**config.mk**
```make
export PLATFORM = sky130hd
export DESIGN_NAME = hardware_lock_semaphore_table_unit
export DESIGN_NICKNAME = d
export VERILOG_FILES = /design/src/hdl/hlst_pkg.sv /design/src/hdl/hlst_ram.sv /design/src/hdl/hlst_ctrl.sv /design/src/hdl/hlst_dp.sv /design/src/hdl/hardware_lock_semaphore_table_unit.sv
export SDC_FILE = /design/constraint.sdc
export NUM_CORES = 2
export LEC_CHECK = 0
export BUFFER_PORTS_ARGS = -buffer_cell sky130_fd_sc_hd__buf_2
export CAP_MARGIN = 20
export CORE_MARGIN = 2
export CORE_UTILIZATION = 50
export DETAILED_ROUTE_END_ITERATION = 10
export PLACE_DENSITY_LB_ADDON = 0.15
export SKIP_LAST_GASP = 1
export SLEW_MARGIN = 20
export SYNTH_ARGS = -nofsm -noshare
export SYNTH_HDL_FRONTEND = slang
export SYNTH_SLANG_ARGS = --single-unit
```
**constraint.sdc**
```tcl
create_clock -name clk_i -period 15 [get_ports clk_i]
set_input_delay 0.75 -clock clk_i [delete_from_list [all_inputs] [get_ports clk_i]]
set_output_delay 0.75 -clock clk_i [all_outputs]
set_load 0.005 [all_outputs]
```
**src/hdl/hlst_pkg.sv**
```systemverilog
`default_nettype none

package hlst_pkg;

  localparam int unsigned NUM_RESOURCES_DEF = 16;
  localparam int unsigned NUM_PROCESSES_DEF = 16;

  localparam int unsigned RES_W      = 4;
  localparam int unsigned PID_W      = 4;
  localparam int unsigned CNT_W      = 4;
  localparam int unsigned KIND_W     = 2;
  localparam int unsigned CFG_IDX_W  = 1;
  localparam int unsigned CFG_DATA_W = 64;
  localparam int unsigned HOLD_AW    = RES_W + PID_W;
  localparam int unsigned HOLD_DEPTH = 1 << HOLD_AW;

  localparam logic [CNT_W-1:0]      CNT_MAX         = '1;
  localparam logic                  LOCK_MODE_RST   = 1'b1;
  localparam logic [CFG_DATA_W-1:0] INIT_COUNTS_RST = 64'h1111_1111_1111_1111;

  typedef enum logic [KIND_W-1:0] {
    KIND_ACQUIRE = 2'd0,
    KIND_RELEASE = 2'd1,
    KIND_RESET   = 2'd2
  } kind_e;

  typedef enum logic [CFG_IDX_W-1:0] {
    CFG_LOCK_MODE      = 1'b0,
    CFG_INITIAL_COUNTS = 1'b1
  } cfg_idx_e;

  typedef struct packed {
    logic capture;
    logic commit;
  } ctrl_cmd_t;

endpackage

`default_nettype wire

```
**src/hdl/hlst_ram.sv**
```systemverilog
`default_nettype none

module hlst_ram #(
  parameter int unsigned WIDTH = 4,
  parameter int unsigned DEPTH = 256
) (
  input  wire logic                     clk_i,
  input  wire logic                     we_i,
  input  wire logic [$clog2(DEPTH)-1:0] waddr_i,
  input  wire logic [WIDTH-1:0]         wdata_i,
  input  wire logic                     re_i,
  input  wire logic [$clog2(DEPTH)-1:0] raddr_i,
  output logic      [WIDTH-1:0]         rdata_o
);

  logic [WIDTH-1:0] mem_q [DEPTH];
  logic [WIDTH-1:0] rdata_q;

  always_ff @(posedge clk_i) begin
    if (we_i) begin
      mem_q[waddr_i] <= wdata_i;
    end
    if (re_i) begin
      rdata_q <= mem_q[raddr_i];
    end
  end

  assign rdata_o = rdata_q;

endmodule

`default_nettype wire

```
**src/hdl/hlst_ctrl.sv**
```systemverilog
`default_nettype none

module hlst_ctrl (
  input  wire logic              clk_i,
  input  wire logic              rst_ni,
  input  wire logic              in_valid_i,
  output logic                   in_ready_o,
  output logic                   out_valid_o,
  input  wire logic              out_ready_i,
  output hlst_pkg::ctrl_cmd_t    cmd_o
);

  import hlst_pkg::*;

  typedef enum logic [1:0] {
    ST_IDLE   = 2'b01,
    ST_LOOKUP = 2'b10
  } state_e;

  state_e state_q, state_d;
  logic   out_valid_q, out_valid_d;
  logic   slot_free;

  assign in_ready_o    = (state_q == ST_IDLE);
  assign slot_free     = !out_valid_q || out_ready_i;
  assign cmd_o.capture = in_valid_i && in_ready_o;
  assign cmd_o.commit  = (state_q == ST_LOOKUP) && slot_free;

  always_comb begin
    state_d = state_q;
    unique case (state_q)
      ST_IDLE: begin
        if (cmd_o.capture) begin
          state_d = ST_LOOKUP;
        end
      end
      ST_LOOKUP: begin
        if (slot_free) begin
          state_d = ST_IDLE;
        end
      end
      default: state_d = ST_IDLE;
    endcase
  end

  always_comb begin
    out_valid_d = out_valid_q;
    if (cmd_o.commit) begin
      out_valid_d = 1'b1;
    end else if (out_ready_i) begin
      out_valid_d = 1'b0;
    end
  end

  always_ff @(posedge clk_i or negedge rst_ni) begin
    if (!rst_ni) begin
      state_q     <= ST_IDLE;
      out_valid_q <= 1'b0;
    end else begin
      state_q     <= state_d;
      out_valid_q <= out_valid_d;
    end
  end

  assign out_valid_o = out_valid_q;

  a_accept_to_lookup: assert property (@(posedge clk_i) disable iff (!rst_ni)
    (in_valid_i && in_ready_o) |=> (state_q == ST_LOOKUP))
    else $error("accepted word did not move the controller to lookup");

  a_commit_shows_result: assert property (@(posedge clk_i) disable iff (!rst_ni)
    cmd_o.commit |=> out_valid_o)
    else $error("committed operation did not present a result");

  a_no_overwrite: assert property (@(posedge clk_i) disable iff (!rst_ni)
    (out_valid_o && !out_ready_i) |-> !cmd_o.commit)
    else $error("result register overwritten while stalled");

endmodule

`default_nettype wire

```
**src/hdl/hlst_dp.sv**
```systemverilog
`default_nettype none

module hlst_dp #(
  parameter int unsigned NUM_RESOURCES = hlst_pkg::NUM_RESOURCES_DEF,
  parameter int unsigned NUM_PROCESSES = hlst_pkg::NUM_PROCESSES_DEF
) (
  input  wire logic                                 clk_i,
  input  wire logic                                 rst_ni,
  input  wire hlst_pkg::ctrl_cmd_t                  cmd_i,
  input  wire logic [hlst_pkg::KIND_W-1:0]          kind_i,
  input  wire logic [hlst_pkg::RES_W-1:0]           resource_index_i,
  input  wire logic [hlst_pkg::PID_W-1:0]           process_id_i,
  input  wire logic                                 cfg_valid_i,
  input  wire logic [hlst_pkg::CFG_IDX_W-1:0]       cfg_index_i,
  input  wire logic [hlst_pkg::CFG_DATA_W-1:0]      cfg_data_i,
  output logic                                      granted_o,
  output logic                                      available_o,
  output logic      [hlst_pkg::CNT_W-1:0]           available_count_o
);

  import hlst_pkg::*;

  localparam int unsigned RES_IDX_W = (NUM_RESOURCES > 1) ? $clog2(NUM_RESOURCES) : 1;
  localparam logic [RES_W:0] RES_LIM = (RES_W + 1)'(NUM_RESOURCES);
  localparam logic [PID_W:0] PID_LIM = (PID_W + 1)'(NUM_PROCESSES);

  logic [KIND_W-1:0]     kind_q;
  logic [RES_W-1:0]      res_q;
  logic [PID_W-1:0]      pid_q;
  logic                  lock_mode_q;
  logic [CFG_DATA_W-1:0] init_counts_q;

  logic [CNT_W-1:0] free_units_q [NUM_RESOURCES];
  logic [CNT_W-1:0] free_units_d [NUM_RESOURCES];
  logic [PID_W-1:0] owner_pid_q  [NUM_RESOURCES];
  logic [PID_W-1:0] owner_pid_d  [NUM_RESOURCES];
  logic [NUM_RESOURCES-1:0] owner_vld_q, owner_vld_d;
  logic [HOLD_DEPTH-1:0]    hold_vld_q;

  logic                 granted_q, granted_d;
  logic                 avail_q, avail_d;
  logic [CNT_W-1:0]     count_q, count_d;

  logic                 res_ok, pid_ok;
  logic [RES_IDX_W-1:0] ridx;
  logic [HOLD_AW-1:0]   hold_addr;
  logic [CNT_W-1:0]     hold_rdata, held, held_d;
  logic                 hold_we, hold_clr;

  assign res_ok    = {1'b0, res_q} < RES_LIM;
  assign pid_ok    = {1'b0, pid_q} < PID_LIM;
  assign ridx      = res_q[RES_IDX_W-1:0];
  assign hold_addr = {res_q, pid_q};
  assign held      = hold_vld_q[hold_addr] ? hold_rdata : '0;

  hlst_ram #(
    .WIDTH (CNT_W),
    .DEPTH (HOLD_DEPTH)
  ) u_hold_ram (
    .clk_i   (clk_i),
    .we_i    (cmd_i.commit && hold_we),
    .waddr_i (hold_addr),
    .wdata_i (held_d),
    .re_i    (cmd_i.capture),
    .raddr_i ({resource_index_i, process_id_i}),
    .rdata_o (hold_rdata)
  );

  always_comb begin
    free_units_d = free_units_q;
    owner_pid_d  = owner_pid_q;
    owner_vld_d  = owner_vld_q;
    held_d       = held;
    hold_we      = 1'b0;
    hold_clr     = 1'b0;
    granted_d    = 1'b0;
    case (kind_q)
      KIND_RESET: begin
        for (int r = 0; r < NUM_RESOURCES; r++) begin
          free_units_d[r] = init_counts_q[CNT_W*r +: CNT_W];
          owner_pid_d[r]  = '0;
        end
        owner_vld_d = '0;
        hold_clr    = 1'b1;
        granted_d   = 1'b1;
      end
      KIND_ACQUIRE: begin
        if (res_ok && pid_ok) begin
          if (lock_mode_q) begin
            if ((free_units_q[ridx] != '0) && (held != CNT_MAX)) begin
              free_units_d[ridx] = free_units_q[ridx] - 1'b1;
              held_d             = held + 1'b1;
              hold_we            = 1'b1;
              granted_d          = 1'b1;
            end
          end else if (!owner_vld_q[ridx]) begin
            owner_vld_d[ridx] = 1'b1;
            owner_pid_d[ridx] = pid_q;
            granted_d         = 1'b1;
          end
        end
      end
      KIND_RELEASE: begin
        if (res_ok && pid_ok) begin
          if (lock_mode_q) begin
            if ((held != '0) && (free_units_q[ridx] != CNT_MAX)) begin
              free_units_d[ridx] = free_units_q[ridx] + 1'b1;
              held_d             = held - 1'b1;
              hold_we            = 1'b1;
              granted_d          = 1'b1;
            end
          end else if (owner_vld_q[ridx] && (owner_pid_q[ridx] == pid_q)) begin
            owner_vld_d[ridx] = 1'b0;
            granted_d         = 1'b1;
          end
        end
      end
      default: ;
    endcase
  end

  always_comb begin
    avail_d = 1'b0;
    count_d = '0;
    if (res_ok) begin
      if (lock_mode_q) begin
        count_d = free_units_d[ridx];
        avail_d = (free_units_d[ridx] != '0);
      end else begin
        avail_d = !owner_vld_d[ridx];
        count_d = {{(CNT_W-1){1'b0}}, !owner_vld_d[ridx]};
      end
    end
  end

  always_ff @(posedge clk_i or negedge rst_ni) begin
    if (!rst_ni) begin
      lock_mode_q   <= LOCK_MODE_RST;
      init_counts_q <= INIT_COUNTS_RST;
      for (int r = 0; r < NUM_RESOURCES; r++) begin
        free_units_q[r] <= INIT_COUNTS_RST[CNT_W*r +: CNT_W];
        owner_pid_q[r]  <= '0;
      end
      owner_vld_q <= '0;
      hold_vld_q  <= '0;
    end else begin
      if (cfg_valid_i) begin
        unique case (cfg_index_i)
          CFG_LOCK_MODE:      lock_mode_q   <= cfg_data_i[0];
          CFG_INITIAL_COUNTS: init_counts_q <= cfg_data_i;
          default: ;
        endcase
      end
      if (cmd_i.commit) begin
        free_units_q <= free_units_d;
        owner_pid_q  <= owner_pid_d;
        owner_vld_q  <= owner_vld_d;
        if (hold_clr) begin
          hold_vld_q <= '0;
        end else if (hold_we) begin
          hold_vld_q[hold_addr] <= 1'b1;
        end
      end
    end
  end

  always_ff @(posedge clk_i) begin
    if (cmd_i.capture) begin
      kind_q <= kind_i;
      res_q  <= resource_index_i;
      pid_q  <= process_id_i;
    end
    if (cmd_i.commit) begin
      granted_q <= granted_d;
      avail_q   <= avail_d;
      count_q   <= count_d;
    end
  end

  assign granted_o         = granted_q;
  assign available_o       = avail_q;
  assign available_count_o = count_q;

endmodule

`default_nettype wire

```
**src/hdl/hardware_lock_semaphore_table_unit.sv**
```systemverilog
// Lock table with one mutex or counting semaphore per resource number.
// Input channel (in_valid_i/in_ready_o) carries one word per operation:
// kind_i selects acquire, release or a reset of the whole table, with
// resource_index_i and process_id_i naming the lock and the requester.
// Output channel (out_valid_o/out_ready_i) returns one word per operation
// with granted_o, available_o and available_count_o for that resource.
// The configuration channel writes lock_mode (index 0) and initial_counts
// (index 1); it is always ready, and the user must use it only while the
// table is idle, which the block does not check. The idle state accepts a
// word and reads the per-process hold count memory, whose read port is
// registered; the lookup state updates the table and loads the result
// register, and no new word is taken until that state is left.
// The result register frees the input side, so a new word is taken while
// a result waits; if the receiver stalls, the following operation waits
// in the lookup state until the result register is emptied.
// Reset selects semaphore mode, loads the default counts and frees every
// lock; hold counts are marked empty by a flag per entry, so no clearing
// pass is needed and the table accepts words straight after reset.
`default_nettype none

module hardware_lock_semaphore_table_unit #(
  parameter int unsigned NUM_RESOURCES = hlst_pkg::NUM_RESOURCES_DEF,
  parameter int unsigned NUM_PROCESSES = hlst_pkg::NUM_PROCESSES_DEF
) (
  input  wire logic                             clk_i,
  input  wire logic                             rst_ni,
  input  wire logic                             in_valid_i,
  output logic                                  in_ready_o,
  input  wire logic [hlst_pkg::KIND_W-1:0]      kind_i,
  input  wire logic [hlst_pkg::RES_W-1:0]       resource_index_i,
  input  wire logic [hlst_pkg::PID_W-1:0]       process_id_i,
  output logic                                  out_valid_o,
  input  wire logic                             out_ready_i,
  output logic                                  granted_o,
  output logic                                  available_o,
  output logic      [hlst_pkg::CNT_W-1:0]       available_count_o,
  input  wire logic                             cfg_valid_i,
  output logic                                  cfg_ready_o,
  input  wire logic [hlst_pkg::CFG_IDX_W-1:0]   cfg_index_i,
  input  wire logic [hlst_pkg::CFG_DATA_W-1:0]  cfg_data_i
);

  import hlst_pkg::*;

  ctrl_cmd_t cmd;

  assign cfg_ready_o = 1'b1;

  hlst_ctrl u_ctrl (
    .clk_i       (clk_i),
    .rst_ni      (rst_ni),
    .in_valid_i  (in_valid_i),
    .in_ready_o  (in_ready_o),
    .out_valid_o (out_valid_o),
    .out_ready_i (out_ready_i),
    .cmd_o       (cmd)
  );

  hlst_dp #(
    .NUM_RESOURCES (NUM_RESOURCES),
    .NUM_PROCESSES (NUM_PROCESSES)
  ) u_dp (
    .clk_i             (clk_i),
    .rst_ni            (rst_ni),
    .cmd_i             (cmd),
    .kind_i            (kind_i),
    .resource_index_i  (resource_index_i),
    .process_id_i      (process_id_i),
    .cfg_valid_i       (cfg_valid_i),
    .cfg_index_i       (cfg_index_i),
    .cfg_data_i        (cfg_data_i),
    .granted_o         (granted_o),
    .available_o       (available_o),
    .available_count_o (available_count_o)
  );

endmodule

`default_nettype wire

```
After elaboration in Yosys (flattened, before gate mapping) --
Memory sizes are Yosys's and may differ from the RTL's. A register that Yosys moved wholly into a read port is not among the register bits. Cells that the tools add are included.
Storage, ports and cells: register bits 484, bits in latches 0, bits in writable memories 1024, ROM bits 0, output and inout bits 9, logic and storage cells 162, memories 1
Memories:
- u_dp.u_hold_ram.mem_q | words 256, bits a word 4, rd ports 1, clocked after Yosys merged registers in 1, write ports 1, line hlst_ram.sv:16 | logic [WIDTH-1:0] mem_q [DEPTH];
Cells by class: $add $sub $neg 4, multipliers 0, div/mod/pow operators 0, magnitude comparators 6, equal/unequal tests 11, shift-type cells 0, multiplexer cells 65, bitwise gates (word level) 6, reduce and logical (&&, ||, !) cells 24
Operators with widths (count):
- 256-bit two-way mux | 2
- 64-bit two-way mux | 6
- 256-bit OR | 1
- 64-bit bitwise mux | 3
- 64-bit one-hot mux with 3 select lines | 1
- 64-bit one-hot mux with 2 select lines | 1
- 16-bit two-way mux | 4
- 4-bit binary-select mux with 4-bit select | 3
- 4-bit two-way mux | 12
- 16-bit one-hot mux with 3 select lines | 1
- 1-bit two-way mux | 20
- 16-bit AND | 1
- 4-bit demux with 4-bit select | 1
- 16-bit NOT | 1
- 16-bit OR | 1
- 4-bit nonzero test | 3
- 1-bit logical AND | 9
- 8-bit by 9-bit less-than comparator with 1-bit output, second input constant | 1
- 4-bit by 1-bit adder with 4-bit output, second input constant | 2
- 1-bit binary-select mux with 4-bit select | 2
- 1-bit binary-select mux with 8-bit select | 1
- 1-bit demux with 8-bit select | 1
- 8-bit by 1-bit >= comparator with 1-bit output, second input constant | 1
- 4-bit inequality test, second input constant | 2
- 24 further kinds | 36

Logic depth before layout (Yosys ltp) --
depth in word-level cells 14, gate-level depth with buffers 30, gate-level depth less buffers 21

Cells and area by module --
From an unflattened synthesis, not the netlist that was laid out.
Unflattened totals: cells, all modules 4803, area total of the unflattened synthesis 66964.2 um^2
Modules (own cells, without submodules):
- hlst_ram | instances 1, cells each 2051, area each 40715.3 um^2, seq. area each 30869.6 um^2
- hlst_dp | instances 1, cells each 2738, area each 26100.0 um^2, seq. area each 12157.9 um^2
- hlst_ctrl | instances 1, cells each 12, area each 137.6 um^2, seq. area each 76.3 um^2
- hardware_lock_semaphore_table_unit | instances 1, cells each 2, area each 11.3 um^2, seq. area each 0.0 um^2

Worst setup path before layout --
OpenSTA, ideal clock, no wires.
path type register to register, start point register u_dp.pid_q[1], end point memory u_dp.u_hold_ram.mem_q[0][0] (data pin), setup time 1.646 ns, data arrival time 11.454 ns, slack 1.900 ns, stages on the path, launching flop included 25, path buffers 7, cells stage by stage edfxtp_1 buf_6 buf_8 buf_8 buf_8 buf_8 buf_6 mux2i_1 a22oi_1 nand3_1 o21ai_1 a2111oi_1 o31ai_4 mux2_2 nand2_1 inv_1 ha_1 and3_1 and2_1 o31a_1 a311o_4 nor2_8 nor2_2 buf_6 xnor2_1
On the way: cells in the longest elaborated chain, start to end 8, elaborated cells between the ends (all ways) 14, those cells by class 2 x add/sub; 1 x eq/ne; 8 x mux; 3 x reduce/logical
Ends and longest elaborated chain:
- start, declared | line hlst_dp.sv:29 | logic [PID_W-1:0] pid_q;
- start signal, assigned | line hlst_dp.sv:171 | pid_q <= process_id_i;
- 1-bit binary-select mux with 8-bit select (*) | line hlst_dp.sv:54 | assign held = hold_vld_q[hold_addr] ? hold_rdata : '0;
- 1-bit two-way mux (implied by the code) (*) | line hlst_dp.sv:54
- 4-bit two-way mux (*) | line hlst_dp.sv:54
- branches (longest 4 deep; another with 4-bit by 1-bit subtractor with 4-bit output)
- 4-bit one-hot mux with 2 select lines (*) | line hlst_dp.sv:77 | case (kind_q)
- via u_dp.held_d[0] | line hlst_dp.sv:47 | logic [CNT_W-1:0] hold_rdata, held, held_d;
- end, declared | line hlst_ram.sv:16
Mark *: on every way through the listed nets, which the timed path passes. The select of a mux whose other input is x is not followed.

Worst setup path in the final report --
start point register u_dp.pid_q[1], end point memory u_dp.u_hold_ram.mem_q[73][2] (data pin)
The elaborated chain is that of the path after synthesis.

==> metrics.md <==
| Metric | Value |
|---|---|
| Status | `complete, but fails checks` |
| Failing checks | `negative hold slack` |
| CTS Buf Count | `roughly 160` |
| Sink Count | `roughly 1500` |
| Final WL | `188600 um` |
| Total global routing overflow | `0` |
| Share of cells above drive strength 1 | `22.61%` |
| Setup crit start kind | `register` |
| Cells on worst reg2reg path | `20` |
| Wire per inst | `~30 um` |
| Full die area | `~140000 um^2` |
| Clock Skews | `36.74 ps` |
| Vias in the first global route | `40709` |
| Placed insts | `roughly 6000` |
| # resized after CTS | `0` |
| Ys Warns | `0` |
| Register bit count reported by yosys | `between 1500 and 2000` |
| CP startpoint | `u_dp.pid_q[1]$_DFFE_PP_` |
| Max Cap Viol | `0` |
| Syn avg cell area | `roughly 15 um^2` |
| Row count | `approximately 130` |
| Vias | `between 40000 and 50000` |
| Sequential area share after synthesis | `around 65%` |
| HP Class | `input pin to async pin` |
| Top_reg_cell synth | `edfxtp_1` |
| Crit-path max FO | `97` |
| GPL Wtd Cong | `roughly 0.98` |
| Final Hold Viols | `9` |
| Maximum clock rate | `around 0.12 GHz` |
| Pin count of the biggest net entering global routing | `~220` |
| Net Count, Synth | `around 4400` |
| Power consumption | `roughly 10 mW` |
| Layout Nets | `between 4000 and 5000` |
| Worst R2R Setup Slack | `approximately 6500 ps` |
| CP Capture Type | `register` |
| RSZ-0062 raised after global routing | `no` |
| Placeable Area | `131500 um^2` |
| Max-slew violations | `0` |
| Hold Slack | `-21.89 ps` |
| CTS clk-pin slew, worst paths | `60 ps` |
| Initial Utilization | `50.33%` |
| Worst-Margin Slew | `1464 ps` |
| Crit Path Category | `register to register` |
| Die Height | `approximately 370 um` |
| Rel. slew slack | `around 2.4%` |
| Post-synth EDFFs | `approximately 1000` |
| Netlist cell types | `87` |
| Setup violators final | `0` |
| Post-synth ARST share | `30.95%` |
| Setup_tns | `0 ps` |
| Peak supply drop | `~0.00013 V` |
| Fin cells | `6251` |
| Crit path to | `u_dp.u_hold_ram.mem_q[73][2]$_DFFE_PP_` |
| # hold bufs at CTS | `0` |
| Layout area overhead | `11.47%` |
| Initial DRT Pass Iterations | `6` |
| CTS tree | `built` |
| Crit path DAT | `about 8900 ps` |
| P per Cell Area | `between 100 and 150 nW/um^2` |
| Die Wd | `roughly 370 um` |
| Lkg Pwr | `around 26 nW` |
| DP Wirelength | `between 100000 and 150000 um` |
| Root buf cell | `clkbuf_16` |
| Max clock buf depth | `3` |
| Number of vias per cell | `6.502` |
| Setup repair bufs after CTS | `0` |
| Initial antenna violation count | `7` |
| H-Tree Level Count | `4` |
| Post-Syn Area | `66160 um^2` |
| Min Tclk post-route | `~8500 ps` |
| Gr usage total | `between 20% and 30%` |
| Iter 0 DRT Violations | `4982` |
| Crit path required time | `about 15000 ps` |
| Clock latency on the worst-skew pair | `810 ps` |
| Port Buffers | `between 80 and 90` |
| Global-route wire length before repair | `approximately 280000 um` |
| Tcrit/Tclk final | `a little under three fifths` |
| IO Pins | `89` |
| Synthesized netlist cell count | `around 4300` |
| Start of the worst register-to-register path | `u_dp.pid_q[1]$_DFFE_PP_` |
| Routed Antenna Nets | `0` |
| Worst r2r dst | `u_dp.u_hold_ram.mem_q[73][2]$_DFFE_PP_` |
| Remaining DRCs | `0` |
-- logic make-up after synthesis --
kind of cell	Yosys count	share of synthesized area [%]
muxes	622	17.28
and+or+nand+nor	943	5.987
xor gates and xnor gates	11	0.1456
DFF	1512	65.15
AOI/OAI and AO/OA	889	9.202
adders and majority gates	4	0.07565
other	1	0.005668
buffers and inverters	348	2.156
-- worst min-delay path by stage --
stage | to | depth (start not counted) | start | slack (ps)
6_report | u_dp.init_counts_q[63]$_DFFE_PN0P_ | 1 | rst_ni | -20
5_1_grt | u_dp.init_counts_q[62]$_DFFE_PN0P_ | 1 | rst_ni | 70
4_1_cts | u_dp.init_counts_q[62]$_DFFE_PN0P_ | 1 | rst_ni | 20
3_5_place_dp | u_dp.hold_vld_q[121]$_DFFE_PN0P_ | 1 | u_dp.hold_vld_q[121]$_DFFE_PN0P_ | 480
3_3_place_gp | u_dp.free_units_q[4]$_DFFE_PN1P_ | 2 | u_dp.free_units_q[4]$_DFFE_PN1P_ | 470
2_1_floorplan | u_ctrl.out_valid_o$_DFFE_PN0P_ | 0 | rst_ni | 450
-- per-stage QoR --
step / area [um^2] / utilization, % / setup WS (ps) / hold slack (ps)
after floorplan: 66160 / - / 1900 / 447.5
after global placement: 68530 / 52.13 / 6935 / 465.7
after detailed placement: 68530 / 52.13 / 6705 / 475.7
after CTS: 73720 / 56.07 / 6690 / 19.58
after global routing: 73750 / 56.10 / 6117 / 67.56
final: 73750 / 56.10 / 6534 / -21.89
-- layout by cell type, fill, tap and decap left out, types with 9 or more instances in the layout --
cell type	synthesis	layout
a22o_1	15	15
a22oi_1	125	125
a31oi_1	27	27
clkinv_1	1	18
o21ai_0	191	191
buf_2	12	82
buf_4	8	107
nor2b_1	18	16
mux4_2	407	407
o31ai_1	12	12
and3_1	14	14
o22ai_1	20	20
nand2b_1	16	14
dfrtp_1	434	434
o221ai_1	9	9
mux2i_1	124	124
o311ai_0	9	9
clkinv_2	0	26
and2_1	11	11
clkbuf_1	236	38
o211ai_1	23	23
clkbuf_8	0	19
nor3_1	54	52
edfxtp_1	1044	1044
mux2_2	90	90
clkbuf_16	0	158
o21a_1	237	237
dfstp_2	34	34
a211oi_1	27	27
a21oi_1	105	103
nand2_1	316	311
nand3_1	42	40
nor2_1	429	424
a21o_1	9	9
bufinv_16	0	13
inv_1	19	19
-- layout make-up --
cell class | instances | area [um^2]
Sequential cell | 1512 | 43100
Clock inverter | 76 | 827.0
Inverter | 21 | 78.83
Tap cell | 1755 | 2196
Fill cell | 10426 | 57710
Multi-Input combinational cell | 2470 | 21780
Antenna cell | 3 | 7.507
Timing Repair Buffer | 199 | 1406
Clock buffer | 215 | 4358
-- registers in the layout, summed over array words and instances (netlist names) --
register / flops
u_dp.hold_vld_q: 256
u_dp.lock_mode_q: 1
u_ctrl.state_q: 2
u_dp.u_hold_ram.rdata_o: 4
u_dp.kind_q: 2
u_dp.owner_vld_q: 16
u_dp.available_o: 1
u_dp.owner_pid_q: 64
u_dp.init_counts_q: 64
u_dp.free_units_q: 64
u_dp.pid_q: 4
u_ctrl.out_valid_o: 1
u_dp.u_hold_ram.mem_q: 1024
u_dp.granted_o: 1
u_dp.available_count_o: 4
u_dp.res_q: 4
-- metal layers --
layer	vias up	track usage (%)	routed length (um)
li1	16992	-	-
met1	21275	39.45	77010
met2	1930	43.57	88510
met3	442	6.453	15820
met4	6	10.21	7271
met5	-	0	36
-- power breakdown --
part	leakage (nW)	switching, mW	internal [mW]
combinational	8.31	0.997	0.480
sequential	15.4	0.161	4.85
clock	2.54	1.66	2.27
-- worst max-delay path, stage by stage (launching register included) --
cell and delay, ps:
edfxtp_1 350, buf_4 610, buf_4 720, mux2i_1 160
a22oi_1 220, and3_1 200, a31oi_1 70, a311oi_1 950
or3_1 380, mux2_2 290, nand2_1 100, inv_1 150
ha_1 200, and3_1 340, and2_1 200, o31a_1 360
a311o_4 500, nor2_8 70, a22oi_1 300, a31o_4 880
buf_4 900
-- Yosys cell counts (8+ instances only) --
cell | number | area share (%)
a211oi_1 | 27 | 0.31
a21o_1 | 9 | 0.10
a21oi_1 | 105 | 0.79
a22o_1 | 15 | 0.20
a22oi_1 | 125 | 1.4
a31oi_1 | 27 | 0.26
and2_1 | 11 | 0.10
and3_1 | 14 | 0.13
buf_1 | 63 | 0.36
buf_2 | 12 | 0.091
buf_4 | 8 | 0.091
clkbuf_1 | 236 | 1.3
dfrtp_1 | 434 | 16
dfstp_2 | 34 | 1.4
edfxtp_1 | 1044 | 47
inv_1 | 19 | 0.11
mux2_2 | 90 | 1.5
mux2i_1 | 124 | 1.9
mux4_2 | 407 | 14
nand2_1 | 316 | 1.8
nand2b_1 | 16 | 0.15
nand3_1 | 42 | 0.32
nor2_1 | 429 | 2.4
nor2b_1 | 18 | 0.17
nor3_1 | 54 | 0.41
o211ai_1 | 23 | 0.26
o21a_1 | 237 | 2.7
o21ai_0 | 191 | 1.4
o221ai_1 | 9 | 0.12
o22ai_1 | 20 | 0.19
o311ai_0 | 9 | 0.12
o31ai_1 | 12 | 0.14
xnor2_1 | 9 | 0.12
Power figures use the tool's default switching activity.
